===== src/design/mbsgd_pkg.sv =====
package mbsgd_pkg;

  localparam int MAX_FEATURES = 16;
  localparam int MAX_BATCH    = 256;
  localparam int BIAS_INDEX   = 16;

  localparam int SAMPLE_W = 24;
  localparam int WEIGHT_W = 32;
  localparam int SUM_W    = 48;
  localparam int SQ_W     = 48;
  localparam int IDX_W    = 5;
  localparam int LR_W     = 16;
  localparam int FC_W     = 5;
  localparam int BC_W     = $clog2(MAX_BATCH + 1);
  localparam int NUM_W    = 48;

  typedef enum logic [1:0] {
    OP_FEATURE,
    OP_TRAIN,
    OP_EVAL,
    OP_LOAD
  } opcode_t;

  typedef enum logic {
    REG_STEP_RATE,
    REG_FEATURE_COUNT
  } reg_index_t;

  typedef enum logic [3:0] {
    ST_IDLE,
    ST_DOT,
    ST_DOT_FIN,
    ST_PRED,
    ST_ERR,
    ST_SQ,
    ST_EMIT_PRED,
    ST_G_PRIME,
    ST_G_WALK,
    ST_G_END,
    ST_U_HEAD,
    ST_U_MUL,
    ST_U_SUM,
    ST_U_DIV,
    ST_U_APPLY,
    ST_U_EMIT
  } state_t;

  // one lane of the ring: buffered feature, weight and its running sum
  typedef struct packed {
    logic signed [SAMPLE_W-1:0] sample;
    logic signed [WEIGHT_W-1:0] weight;
    logic signed [SUM_W-1:0]    gsum;
  } cell_t;

endpackage


===== src/design/mbsgd_div.sv =====
module mbsgd_div (
  input  logic                             clk,
  input  logic                             rst,
  input  logic                             start,
  input  logic [mbsgd_pkg::NUM_W-1:0]      num,
  input  logic [mbsgd_pkg::BC_W-1:0]       den,
  output logic                             busy,
  output logic                             done,
  output logic [mbsgd_pkg::NUM_W-1:0]      quot
);
  import mbsgd_pkg::*;

  localparam int CNT_W = $clog2(NUM_W);

  logic [NUM_W-1:0] quo;
  logic [BC_W-1:0]  rem;
  logic [CNT_W-1:0] cnt;
  logic [BC_W:0]    trial;
  logic [BC_W:0]    diff;
  logic             ge;

  // restoring division, one quotient bit per cycle
  assign trial = {rem, quo[NUM_W-1]};
  assign ge    = trial >= {1'b0, den};
  assign diff  = trial - {1'b0, den};

  always_ff @(posedge clk) begin
    if (rst) begin
      busy <= 1'b0;
      done <= 1'b0;
      cnt  <= '0;
    end else begin
      done <= 1'b0;
      if (start) begin
        quo  <= num;
        rem  <= '0;
        cnt  <= '0;
        busy <= 1'b1;
      end else if (busy) begin
        quo <= {quo[NUM_W-2:0], ge};
        rem <= ge ? diff[BC_W-1:0] : trial[BC_W-1:0];
        cnt <= cnt + 1'b1;
        if (cnt == CNT_W'(NUM_W - 1)) begin
          busy <= 1'b0;
          done <= 1'b1;
        end
      end
    end
  end

  assign quot = quo;

endmodule


===== config.mk =====
export PLATFORM = sky130hd
export DESIGN_NAME = mbsgd_div
export DESIGN_NICKNAME = d
export VERILOG_FILES = /design/src/design/mbsgd_pkg.sv /design/src/design/mbsgd_div.sv
export SDC_FILE = /design/constraint.sdc
export NUM_CORES = 1
export LEC_CHECK = 0
export ABC_CLOCK_PERIOD_IN_PS = 5000
export BUFFER_PORTS_ARGS = -buffer_cell sky130_fd_sc_hd__buf_2
export CAP_MARGIN = 20
export CORE_ASPECT_RATIO = 1.25
export CORE_MARGIN = 2
export CORE_UTILIZATION = 30
export CTS_CLUSTER_DIAMETER = 30
export CTS_CLUSTER_SIZE = 8
export DETAILED_ROUTE_END_ITERATION = 12
export GPL_TIMING_DRIVEN = 0
export PLACE_DENSITY = 0.58
export SLEW_MARGIN = 10
export SYNTH_ARGS = -nofsm -noshare
export SYNTH_HDL_FRONTEND = slang
export SYNTH_SLANG_ARGS = --single-unit

===== constraint.sdc =====
create_clock -name clk -period 5 [get_ports clk]
set_input_delay 0.5 -clock clk [delete_from_list [all_inputs] [get_ports clk]]
set_output_delay 0.5 -clock clk [all_outputs]
set_load 0.01 [all_outputs]

# Word level (Yosys, flattened, before mapping)
# Index checks and enable logic that the tools add are counted.
[totals]
register_bits = 65
inputBits = 60
out_inout_bits = 50
word_cells = 23
[classes]
n_addsub = 2
order_cmp = 1
eq_ne = 1
muxes = 8
bitwise = 2
reduce_logical = 4
[op_table]
columns = ["cell", "n"]
rows = [
  ["$mux W48", 2],
  ["$mux W9", 2],
  ["$ge A10 B9 Y1", 1],
  ["$sub A9 B9 Y9", 1],
  ["$add A6 B1 Y6 const B", 1],
  ["$eq A6 B6 Y1 const B", 1],
  ["$mux W1", 4],
  ["$reduce_or A3 Y1", 1],
  ["$not A1 Y1", 2],
  ["$reduce_and A2 Y1", 1],
  ["$reduce_bool A2 Y1", 1],
  ["$reduce_or A2 Y1", 1],
]

# Depth between registers and ports, before layout
# Gate-level depths: netlist (run 1).
[logic_depth]
ltp_word = 4
mapped_depth = 10
ltp_nobuf = 9

# Worst setup path before layout (run 1)
# No wires, ideal clock.
[synth_path]
path_type = "input-to-reg"
startpoint = "input start"
endpoint = "register quo[0] (netlist: quot[0]) (enable)"
setup_ns = 0.473
arrival_ns = 3.487
t_required_ns = 4.527
path_slack_ns = 1.039
stages = 4
n_path_buf = 2
cell_sequence = "clkbuf_1 buf_1 nor2_1 nor2_1"
[synth_between]
elab_chain_len = 2
[synth_rtl]
columns = ["element", "line", "text"]
rows = [
  ["start, declared", "mbsgd_div.sv:4", "input logic start,"],
  ["$reduce_bool A2 Y1 (no source line)", "-", ""],
  ["$reduce_and A2 Y1 (no source line)", "-", ""],
  ["end signal, assigned", "mbsgd_div.sv:35", "quo <= num;"],
  ["end signal, assigned", "mbsgd_div.sv:40", "quo <= {quo[NUM_W-2:0], ge};"],
  ["end, declared", "mbsgd_div.sv:15", "logic [NUM_W-1:0] quo;"],
]
# No other way between the ends.
# A chain may end at the register's enable or synchronous reset.

# Worst setup path after layout (run 1)
[layout_path]
startpoint = "register quo[47] (netlist: quot[47])"
endpoint = "register quo[0] (netlist: quot[0]) (data pin)"
[layout_between]
elab_chain_len = 3
[layout_rtl]
columns = ["element", "line", "text"]
rows = [
  ["$ge A10 B9 Y1", "mbsgd_div.sv:24", "assign ge = trial >= {1'b0, den};"],
  ["$mux W48", "mbsgd_div.sv:39", "end else if (busy) begin"],
  ["$mux W48", "mbsgd_div.sv:34", "if (start) begin"],
]
# No other way between the ends. The select of a mux whose other input is x is not followed.

==> results.txt, run 1 <==
The flow ran to the end, and the final reports show no timing, DRC or antenna violations. In this run the critical register-to-register path is launched from quot[47]. The average wire per cell in the routed design came out at 14.3 µm.

The first-pass iteration count of the detailed router came out at 4. The leakage power is 0.00179 µW. The synthesized netlist occupies a cell area of 3250 µm². CTS built an H-tree with a depth of 3. Across the VDD grid, the largest voltage drop is 0.160 mV. The worst setup path is launched from a flop. The clock-pin slew reported for the worst setup and hold paths after clock tree synthesis came out at 0.05 ns.

The number of pins exceeding their max-slew limit in the final report came out at 0. The clock passes through at most 2 buffers. The net count after synthesis is 298. The worst endpoint required time is 5.08 ns. The signal on the critical path passes through inv_1 > ha_1 > inv_1 > fa_1 > a21o_1 > a221oi_4 > a31oi_4 > buf_6 > mux2_2.

For this block, the initial DRC count from the detailed router was 54. The fraction of final layout cells with drive strength greater than 1 is 53.0%. The count of endpoints failing hold in the final timing report is 0. The aggregate global-route resource usage came out at 12.1%. Measured against its own limit, the worst slew margin works out to 58.7%. The utilization after layout came out at 41.1%. The clock tree from TritonCTS is built.

The die extent in x is 97.1 µm. The count of buffering cells on the critical path with inverters included came out at 3. The share of total power dissipated in sequential elements is 40.4%. Per report_power, the clock group accounts for 43.8% of the total.

The type of the worst setup path is flop to flop. The register bit total from synthesis is 65. The total stage count of the critical path came out at 9.

Synthesis instantiated 42 different standard cells from the library. After clock tree synthesis, the repair step resized 0 gates. The kind of path behind the tightest hold check is input port to flop.

The number of CTS-inserted buffers is 9. The net switching power came out at 375 µW. The share of total power in combinational logic came out at 15.8%. The number of nets with antenna violations after detailed routing came out at 0. The root buffer cell chosen for the clock tree is clkbuf_16. The pin count of the biggest net entering global routing is 27. edfxtp_1 takes more of the synthesized area than any other cell. The final-report setup violation count came out at 0. The number of global-route vias before repair came out at 2360. The number of port buffers came out at 108. The area overhead of the layout relative to synthesis is 33.7%.

Sorting the synthesized cells by area gives the leading types as edfxtp_1, mux2_2, dfxtp_1, ha_1, nor2_1. The library cells used most frequently in the layout, excluding fill and tap cells, are buf_2, edfxtp_1, mux2_2. The area of the core is 10600 µm². The total detailed-routing wirelength is 6.95 mm. Leaving out fill and tap cells, the most frequent cell in the layout is buf_2. The final instance area came out at 4340 µm². The final RePlAce weighted congestion is 0.749. The later-pin clock latency in the skew report came out at 0.33 ns. The cell count after synthesis came out at 227. The total of warnings raised by yosys is 0. The post-cts hold buffer count is 0. The most numerous cell type found on the critical path is inv_1. The initial antenna violation count came to 0. STA classifies the critical path endpoint as a flop.

The number of clock sinks came out at 65. The number of I/O pins is 110. The cell depth of the worst flop-to-flop path is 9.

The actual transition at the worst max-transition pin came out at 0.619 ns. The maximum clock rate came out at 387 MHz. The via density per instance is 4.63.

Setup repair after global routing left no endpoint under its margin. The share of the clock period used by the worst path is 51.7%. The number of antenna diodes in the final layout is 0. The final global-route overflow total came out at 0. The data arrival time at the worst-slack endpoint is 2.67 ns.

In this run the worst setup path terminates at quot[0]. The starting utilization of the core area is 30.8%. A synthesized cell averages 14.3 µm². The highest cell delay on the worst timing path came out at 0.41 ns. The final-stage net count is 419. The internal power is 1250 µW. The cell type group with the largest total delay on the critical path is compound AO/OA/AOI/OAI gates. The worst register-to-register path has a setup slack of 2.41 ns.

Along the worst hold path, the cell count comes to 2. In this run the biggest area consumer among cell types represents 52.7% of the synthesized area. Summing over every cut layer, the via total after detailed routing is 2246. On the critical path, the stage with the largest delay is an instance of edfxtp_1.

Counting I/O delays and the setup requirement, the final critical path takes 2.59 ns. The floorplan has 42 rows. Measured along the y axis, the die boundary spans 120 µm.

The area of placed instances is 4010 µm². In this run the critical register-to-register path is captured at quot[0]. The timing startpoint of the critical path is quot[47]. The switching part of the total is 23.1%.

The max-capacitance violation count came out at 0. The sequential cell area fraction in the yosys report is 57.6%. The highest net fanout along the worst path is 10.

The final HPWL from detailed placement is 5.13 mm. For this run, design rule violations remaining after detail routing come to 0. The first global-routing pass estimated 11.1 mm of wire. In this run the post-CTS setup repair buffer count came out at 0. The power density over the cells came out at 374 nW/µm². The floorplan die area is 11700 µm². The setup clock skew after layout came out at 0.00543 ns.
==> area by class of cell <==
class	count	area [µm²]
buffer	10	45.0
tap	132	165
clock inverter	6	106
timing repair buffer	110	588
sequential	65	1870
fill	1021	6220
clock buffer	10	229
multi-input combinational	139	1290
inverter	13	48.8
==> worst min path at each step <==
stage                     startpoint  slack, ns        to
after detailed placement      cnt[5]       0.49    cnt[5]
final                        num[15]       0.47  quot[15]
after CTS                    num[14]       0.46  quot[14]
after global placement        cnt[5]       0.48    cnt[5]
after global routing         num[12]       0.46  quot[12]
after floorplan               cnt[5]       0.46    cnt[5]
==> sequential cells by signal, indices dropped and copies added, names as in the netlist <==
name  flops
quot     48
rem       9
cnt       6
busy      1
done      1
==> cell usage after synthesis, drive strengths merged <==
| cell | n |
|---|---|
| nor4b | 1 |
| nand2b | 1 |
| a22oi | 1 |
| a211oi | 3 |
| a21oi | 5 |
| nand3 | 3 |
| xnor2 | 4 |
| or3 | 3 |
| edfxtp | 57 |
| nand4 | 4 |
| dfxtp | 8 |
| clkbuf | 7 |
| nand2 | 5 |
| nor3 | 1 |
| a2111oi | 1 |
| o211a | 1 |
| or2 | 5 |
| o21a | 1 |
| o31a | 2 |
| buf | 3 |
| nor2b | 1 |
| a31oi | 1 |
| o21ai | 5 |
| a221oi | 1 |
| a21o | 3 |
| inv | 13 |
| fa | 1 |
| mux2i | 4 |
| o2111ai | 2 |
| nor2 | 15 |
| xor2 | 3 |
| mux2 | 49 |
| o21bai | 1 |
| ha | 10 |
| and3 | 2 |
==> routing by layer <==
layer | vias to the layer above | GRT usage (%) | share of wire, %
met5 | - | 0 | 0
li1 | 1094 | - | -
met1 | 1046 | 13.7 | 42
met2 | 95 | 19.3 | 46
met3 | 11 | 5.32 | 9.8
met4 | 0 | 6.07 | 1.9
==> power groups by stage <==
stage | Sequential, µW | Combinational [µW] | Clock [µW]
after global placement | 671 | 251 | 0
after floorplan | 680 | 161 | 0
after CTS | 658 | 261 | 732
after global routing | 662 | 285 | 749
final | 657 | 258 | 711
after detailed placement | 668 | 260 | 0
==> kinds of logic after synthesis <==
kind of cell,count (synthesis),share of synthesized area [%]
AO/OA/AOI/OAI,27,8.13
XOR/XNOR,7,1.89
adder cells (fa/ha/maj),11,4.47
buffers and inverters,23,2.89
flip-flops,65,57.6
multiplexers,53,18.3
AND/OR/NAND/NOR,41,6.66
==> per-stage QoR <==
stage	hold WS, ns	TNS [ns]	cells	total power (µW)	setup slack (ns)
floorplan	0.458	0	227	841	1.04
global placement	0.479	-33.00	467	921	-0.573
detailed placement	0.493	0	469	928	2.31
CTS	0.456	0	485	1650	2.40
global route	0.460	0	485	1700	2.29
finish	0.469	0	485	1630	2.41
(Power assumes the default switching activity.)
==> run 2: changes to the inputs <==
--- a/config.mk
+++ b/config.mk
@@ -5,7 +5,8 @@
 export SDC_FILE = /design/constraint.sdc
 export NUM_CORES = 1
 export LEC_CHECK = 0
-export ABC_CLOCK_PERIOD_IN_PS = 5000
+export ABC_AREA = 1
+export ABC_CLOCK_PERIOD_IN_PS = 2500
 export BUFFER_PORTS_ARGS = -buffer_cell sky130_fd_sc_hd__buf_2
 export CAP_MARGIN = 20
 export CORE_ASPECT_RATIO = 1.25
==> constraint.sdc (replaced) <==
create_clock -name clk -period 2.5 [get_ports clk]
set_input_delay 0.25 -clock clk [delete_from_list [all_inputs] [get_ports clk]]
set_output_delay 0.25 -clock clk [all_outputs]
set_load 0.01 [all_outputs]
==> run 2 against run 1 <==
  * Maximum frequency is 17% higher
  * Critical path depth is 4 higher
  * Hold slack worse by 0.28 ns
  * Via count up 28%
  * Register-to-register slack got worse by 2.1 ns
  * Sequential share of layout area fell by 0.56 points
  * Synthesized area rose by 2.5%
  * Sequential power is 100% higher
  * Die area up 2.4%
  * Non-clock buffer count rose by 4
  * First-iteration DRC count rose by 110%
  * Largest cell class unchanged
==> results.txt, run 2 <==
The final-stage net count came out at 585 (was 419). The type of element launching the critical path is a flop (unchanged). The most frequent cell after synthesis is nand2_1 (was edfxtp_1).

The sequential cell area fraction in the yosys report came out at 56.2% (was 57.6%). The data arrival time at the worst-slack endpoint is 2.29 ns (was 2.67 ns). The number of levels in the clock H-tree is 3 (unchanged). The worst endpoint required time is 2.58 ns (was 5.08 ns). The clock tree from TritonCTS is built (unchanged).

The routed wire length on met2 came out at 3.83 mm (was 3.22 mm). The area of the core is 11000 µm² (was 10600 µm²). The number of rows in the core area was 43 (was 42). The via density per instance is 4.39 (was 4.63). The share of the clock period used by the worst path came out at 88.7% (was 51.7%). The final-report setup violation count came out at 0 (unchanged).

The shortest period the worst path allows came out at 2.22 ns (was 2.59 ns). The total inserted antenna cells is 0 (unchanged). The number of design-rule violations left by the first detailed-router iteration came to 116 (was 54).

The total number of vias came out at 2871 (was 2246). Result of the run: complete, no violations (unchanged). The number of port buffers came to 109 (was 108). The number of clock sinks is 65 (unchanged). The aggregate global-route resource usage was 13.4% (was 12.1%). The number of different library cells in the post-synthesis netlist is 27 (was 42). The origin of the critical flop-to-flop path is quot[47] (unchanged). The number of I/O pins is 110 (unchanged). The dominant combinational cell family by area after synthesis is simple AND/OR/NAND/NOR gates (was multiplexers).

The startpoint of the most critical hold path was num[20] (was num[15]). The total area of multi-input combinational cells is 1260 µm² (was 1290 µm²). The count of flip-flops with a built-in enable after synthesis came to 57 (unchanged). Top post-synthesis cells by area: edfxtp_1, nand2_1, dfxtp_1, inv_1, ha_1 (was edfxtp_1, mux2_2, dfxtp_1, ha_1, nor2_1). The leakage power was 0.00218 µW (was 0.00179 µW).

The number of buffers on the longest clock path is 2 (unchanged). Most frequent cells after synthesis: nand2_1, edfxtp_1, inv_1 (was edfxtp_1, mux2_2, nor2_1). The kind of path behind the tightest hold check is input port to flop (unchanged). The highest net fanout along the worst path came to 10 (unchanged).

The first-pass GRT wire length is 12.5 mm (was 11.1 mm). The kind of capture point of the worst setup path was a flop (unchanged). The max-capacitance violation count is 0 (unchanged). The die height came to 122 µm (was 120 µm). The pin count of the biggest net entering global routing is 23 (was 27). The total detailed-routing wirelength is 7.90 mm (was 6.95 mm). The overall power came out at 3000 µW (was 1630 µW). The area overhead of the layout relative to synthesis came out at 32.3% (was 33.7%). The xor/xnor share of the synthesized area is 0.789% (was 1.89%). The sum of negative setup slack is 0 ns (unchanged). The fraction of synthesized area in multiplexers came out at 0% (was 18.3%).

The die extent in x came out at 98.2 µm (was 97.1 µm). The final global-route overflow total is 0 (unchanged). The worst setup slack after placement is 0.249 ns (was 2.31 ns). The total of warnings raised by yosys came to 0 (unchanged).

The count of fill cells added during filler insertion is 1164 (was 1021). The post-synthesis instance area came out at 3330 µm² (was 3250 µm²). The simple logic cell fraction of the synthesized area is 30.1% (was 6.66%). The register bit total from synthesis came to 65 (unchanged). The type of the worst setup path is flop to flop (unchanged). Top library cells by usage in the layout, fill and taps aside: nand2_1, buf_2, edfxtp_1 (was buf_2, edfxtp_1, mux2_2).

Unrepaired setup endpoints after global routing: no (unchanged). The peak supply drop is 0.313 mV (was 0.160 mV). The maximum clock rate was 451 MHz (was 387 MHz). The clock-pin slew reported for the worst setup and hold paths after clock tree synthesis came to 0.05 ns (about the same). The remaining design rule violation count is 0 (unchanged). The area share of fa/ha/maj cells after synthesis is 4.36% (was 4.47%).

The synthesized instance count came out at 392 (was 227). The number of post-CTS setup repair buffers is 0 (unchanged). The post-cts hold buffer count is 0 (unchanged). The starting utilization of the core area is 30.3% (was 30.8%). The average wire per cell in the routed design is 12.1 µm (was 14.3 µm). The actual transition at the worst max-transition pin is 0.756 ns (was 0.619 ns). The number of pins exceeding their max-slew limit in the final report is 0 (unchanged). The later-pin clock latency in the skew report came out at 0.33 ns (about the same). The most frequently used flop master after synthesis is edfxtp_1 (unchanged). The floorplan die area is 12000 µm² (was 11700 µm²).

The fraction of final layout cells with drive strength greater than 1 came out at 27.2% (was 53.0%). The final instance area is 4400 µm² (was 4340 µm²). The most common cell after layout, fill and taps aside is nand2_1 (was buf_2). The timing startpoint of the critical path is quot[47] (unchanged).

The setup clock skew after layout came out at 0.00388 ns (was 0.00543 ns). The highest metal layer with signal wires is met4 (unchanged). The worst slew slack as a fraction of its limit is 49.5% (was 58.7%). The number of nets with antenna violations after detailed routing came out at 0 (unchanged). The final HPWL from detailed placement is 6.07 mm (was 5.13 mm). The proportion of netlist area held by the largest area contributor came out at 51.4% (was 52.7%).

The first-pass iteration count of the detailed router came out at 4 (unchanged). The worst setup slack after layout came to 0.283 ns (was 2.41 ns). The count of endpoints failing hold in the final timing report came to 0 (unchanged). The number of resized instances in the post-cts repair step came out at 0 (unchanged). The post-synthesis compound-gate area fraction is 2.18% (was 8.13%). The final non-filler cell total came out at 654 (was 485).

The met3 wire length was 470 µm (was 684 µm). The async set-reset flop share out of synthesis is 0% (unchanged). The final RePlAce weighted congestion came to 0.826 (was 0.749). The clock tree root buffer cell is clkbuf_16 (unchanged).

The cell total after placement is 638 (was 469). The flip-flop count of the largest register, all copies and words added is 48 (unchanged). The number of CTS-inserted buffers is 9 (unchanged).

The number of global-route vias before repair came out at 2653 (was 2360). The flip-flop and latch area is 1870 µm² (unchanged). The area of placed instances was 4110 µm² (was 4010 µm²).

The initial antenna violation count is 0 (unchanged). The leading area contributor after synthesis is edfxtp_1 (unchanged). The power density over the cells is 683 nW/µm² (was 374 nW/µm²). The wire length on met1 is 3.44 mm (was 2.92 mm). The net count after synthesis came out at 463 (was 298). The synthesized area divided by synthesized cell count is 8.49 µm² (was 14.3 µm²).
==> run 2: kinds of logic after synthesis <==
| group | Yosys count |
|---|---|
| AO/OA/AOI/OAI | 12 |
| XOR/XNOR | 3 |
| adder cells (fa/ha/maj) | 11 |
| buffers and inverters | 53 |
| flip-flops | 65 |
| AND/OR/NAND/NOR | 248 |
==> run 2: critical path, cell delays in order (launching register included) <==
cell      delay [ns]
edfxtp_1        0.42
inv_1           0.08
ha_1            0.13
inv_1           0.07
fa_1            0.39
nand2_1         0.07
nand2_1         0.10
nand3_1         0.11
nand2_1         0.08
nand2_1         0.12
nand2_4         0.08
buf_8           0.14
o21bai_1        0.12
nor2_1          0.05
==> run 2: metal layers <==
layer  track usage, %  up-vias
met5                0        -
met4             5.99        0
met3             3.67       14
met2             22.0       77
met1             16.7     1298
li1                 -     1482
==> run 2: final cells by class <==
class                   instances  area share, %
flip-flops and latches         65           42.5
repair buffers                111           13.6
well taps                     135           3.84
multi-input cells             274           28.5
plain buffers                  13           1.39
inverters                      40           3.41
clock inverters                 4          0.569
clock buffers                  12           6.08
==> run 2: path summary, 6_finish.rpt <==
| kind | to | slack, ns | depth (start not counted) |
|---|---|---|---|
| hold / removal | quot[20] | 0.19 | 3 |
| setup reg to reg | rem[0] | 0.28 | 13 |
| setup / recovery | rem[0] | 0.28 | 13 |
| hold reg to reg | cnt[1] | 0.49 | 2 |
==> run 2: stage by stage <==
stage	hold WS, ns	util [%]
global route	0.185	40.1
floorplan	0.432	-
finish	0.193	40.1
global placement	0.469	36.9
detailed placement	0.484	37.4
CTS	0.179	40.1
==> run 2: report_power, final <==
part           leakage (µW)  internal, µW  switching (µW)  total (µW)
clock              0.000140           754             449        1200
combinational       0.00142           199             286         484
sequential         0.000615          1280            40.0        1320
total               0.00218          2230             775        3000
==> run 3: changes to the inputs <==
--- a/config.mk
+++ b/config.mk
@@ -11,12 +11,12 @@
 export CAP_MARGIN = 20
 export CORE_ASPECT_RATIO = 1.25
 export CORE_MARGIN = 2
-export CORE_UTILIZATION = 30
+export CORE_UTILIZATION = 45
 export CTS_CLUSTER_DIAMETER = 30
 export CTS_CLUSTER_SIZE = 8
 export DETAILED_ROUTE_END_ITERATION = 12
 export GPL_TIMING_DRIVEN = 0
-export PLACE_DENSITY = 0.58
+export PLACE_DENSITY = 0.78
 export SLEW_MARGIN = 10
 export SYNTH_ARGS = -nofsm -noshare
 export SYNTH_HDL_FRONTEND = slang
==> run 3 against run 2 <==
  * Setup slack got worse by 0.064 ns
  * Core utilization rose by 18 points
  * First-iteration DRC count fell by 5.2%
  * Clock skew rose by 0.0066 ns
  * Clock-buffer cell count did not move
  * Power fell by 12%
  * Via count rose by 0.73%
  * Critical path depth did not move
  * Hold slack got worse by 0.0070 ns
  * Non-clock buffer count did not move
  * Critical path type unchanged
  * Highest routed layer unchanged
==> results.txt, run 3 (synthesis results as in run 2) <==
The die height came out at 100 µm (was 122 µm). The number of clock sinks is 65 (unchanged). The shortest period the worst path allows came out at 2.28 ns (was 2.22 ns).

The leakage power came out at 0.00213 µW (was 0.00218 µW). The kind of capture point of the worst setup path is a flop (unchanged). The clock tree from TritonCTS is built (unchanged). The post-cts hold buffer count is 0 (unchanged). The clock-pin slew reported for the worst setup and hold paths after clock tree synthesis is 0.07 ns (was 0.05 ns).

Top library cells by usage in the layout, fill and taps aside: nand2_1, buf_2, edfxtp_1 (unchanged). The number of post-CTS setup repair buffers came out at 0 (unchanged). The type of the worst setup path is flop to flop (unchanged). The post-route worst hold slack is 0.186 ns (was 0.193 ns). The area overhead of the layout relative to synthesis is 27.2% (was 32.3%). The share of the clock period used by the worst path is 91.2% (was 88.7%). The maximum clock rate is 438 MHz (was 451 MHz). The number of resized instances in the post-cts repair step is 0 (unchanged).

The switching part of the total came to 27.2% (was 25.8%). The remaining design rule violation count is 0 (unchanged). The floorplan die area is 8100 µm² (was 12000 µm²). The number of buffers on the longest clock path is 2 (unchanged).

The number of global-route vias before repair came to 2785 (was 2653). Cell Chain, Critical Path: inv_1 > ha_1 > inv_1 > fa_1 > nand2_1 > nand2_1 > nand3_1 > nand2_1 > nand2_1 > nand2_4 > buf_8 > o21bai_1 > nor2_1 (unchanged). The relative contribution of sequential cells to total power came out at 49.6% (was 43.8%).

The worst setup slack after layout was 0.219 ns (was 0.283 ns). The most common cell type on the critical path was nand2_1 (unchanged). The type of element launching the critical path is a flop (unchanged).

The total area of multi-input combinational cells is 1260 µm² (unchanged). The critical path's slowest cell was edfxtp_1 (unchanged). Unrepaired setup endpoints after global routing: no (unchanged).

The number of CTS-inserted buffers is 9 (unchanged). The aggregate global-route resource usage came out at 19.7% (was 13.4%). The net switching power is 722 µW (was 775 µW). The highest metal layer with signal wires is met4 (unchanged).

The total inserted antenna cells was 0 (unchanged). The share of total power in combinational logic is 18.5% (was 16.1%). The via density per instance is 4.73 (was 4.39). The cell type group with the largest total delay on the critical path is simple AND/OR/NAND/NOR gates (unchanged).

The max-capacitance violation count is 0 (unchanged). The most common cell after layout, fill and taps aside was nand2_1 (unchanged). The total detailed-routing wirelength is 7.59 mm (was 7.90 mm).

The portion of total power attributed to the clock network is 31.9% (was 40.1%). The number of pins exceeding their max-slew limit in the final report is 0 (unchanged). The peak supply drop came out at 0.328 mV (was 0.313 mV).

The data arrival time at the worst-slack endpoint came out at 2.36 ns (was 2.29 ns). The number of nets with antenna violations after detailed routing came to 0 (unchanged). The fraction of final layout cells with drive strength greater than 1 is 26.6% (was 27.2%).

The clock tree root buffer cell was clkbuf_8 (was clkbuf_16). The actual transition at the worst max-transition pin is 0.550 ns (was 0.756 ns). The number of rows in the core area is 35 (was 43).

The worst slew slack as a fraction of its limit is 63.2% (was 49.5%). The final-report setup violation count is 0 (unchanged). The cell total after placement is 595 (was 638).

The die extent in x is 80.9 µm (was 98.2 µm). The wire length on met1 is 3.23 mm (was 3.44 mm). The count of endpoints failing hold in the final timing report is 0 (unchanged). The initial antenna violation count came out at 0 (unchanged).

The first-pass GRT wire length is 12.3 mm (was 12.5 mm). The highest cell delay on the worst timing path is 0.44 ns (was 0.42 ns). Result of the run: complete, no violations (unchanged). The pin count of the biggest net entering global routing is 26 (was 23). The flip-flop count of the largest register, all copies and words added was 48 (unchanged). The internal power is 1930 µW (was 2230 µW). The number of levels in the clock H-tree came to 3 (unchanged).

The flip-flop and latch area came out at 1870 µm² (unchanged). The count of fill cells added during filler insertion is 669 (was 1164). The area of the core is 7270 µm² (was 11000 µm²). The kind of path behind the tightest hold check is input port to flop (unchanged). The later-pin clock latency in the skew report is 0.33 ns (about the same). The number of design-rule violations left by the first detailed-router iteration was 110 (was 116).

The count of buffering cells on the critical path with inverters included is 3 (unchanged). The starting utilization of the core area came to 45.8% (was 30.3%). The final non-filler cell total is 611 (was 654).

The total number of vias was 2892 (was 2871). The number of port buffers came out at 109 (unchanged). The final HPWL from detailed placement is 5.77 mm (was 6.07 mm). The highest net fanout along the worst path is 10 (unchanged). The final-stage net count is 585 (unchanged). The setup clock skew after layout is 0.0104 ns (was 0.00388 ns).

The final RePlAce weighted congestion came to 0.884 (was 0.826). The average wire per cell in the routed design came out at 12.4 µm (was 12.1 µm). The worst setup slack after placement was 0.245 ns (was 0.249 ns). The routed wire length on met2 was 3.83 mm (about the same). The power density over the cells came to 626 nW/µm² (was 683 nW/µm²). The worst endpoint required time came out at 2.58 ns (about the same). The final global-route overflow total was 0 (unchanged). The met3 wire length came out at 432 µm (was 470 µm).

The number of I/O pins came to 110 (unchanged). The first-pass iteration count of the detailed router is 4 (unchanged).
[run 3: final timing paths]
path                                from        to  slack, ns  cells after the start
worst max-delay path            quot[47]    rem[3]       0.22                     13
worst min-delay path             num[32]  quot[32]       0.19                      3
worst max register to register  quot[47]    rem[3]       0.22                     13
worst min register to register    cnt[1]    cnt[1]       0.50                      2
[run 3: per-stage QoR]
step	util [%]	setup TNS [ns]	cell area (µm²)	power, µW
final	58.2	0	4230	2650
after global routing	58.2	0	4230	2780
after CTS	58.2	0	4230	2670
after detailed placement	55.8	0	4060	1830
after global placement	55.0	-5.04	4000	1800
after floorplan	-	0	3340	1640
[run 3: routing by layer]
metal	up-vias	track usage [%]
met4	0	8.08
li1	1481	-
met3	10	3.60
met5	-	0
met2	90	34.6
met1	1311	23.5
[run 3: cell type report]
class                   count  area share (%)
plain buffers              13            1.45
clock buffers              12            3.19
clock inverters             4            1.03
inverters                  40            3.55
multi-input cells         274            29.7
flip-flops and latches     65            44.2
well taps                  92            2.72
repair buffers            111            14.2
[run 3: power groups by stage]
stage	clock network, µW	logic (µW)	registers, µW
after floorplan	0	284	1360
after global placement	0	461	1340
after detailed placement	0	493	1340
after CTS	859	494	1320
after global routing	902	555	1320
final	847	489	1320
[run 3: worst reg2reg max path, stage by stage, from the launching register on]
cell	delay, ns
edfxtp_1	0.44
inv_1	0.09
ha_1	0.14
inv_1	0.07
fa_1	0.40
nand2_1	0.08
nand2_1	0.10
nand3_1	0.11
nand2_1	0.08
nand2_1	0.13
nand2_4	0.08
buf_8	0.14
o21bai_1	0.13
nor2_1	0.05
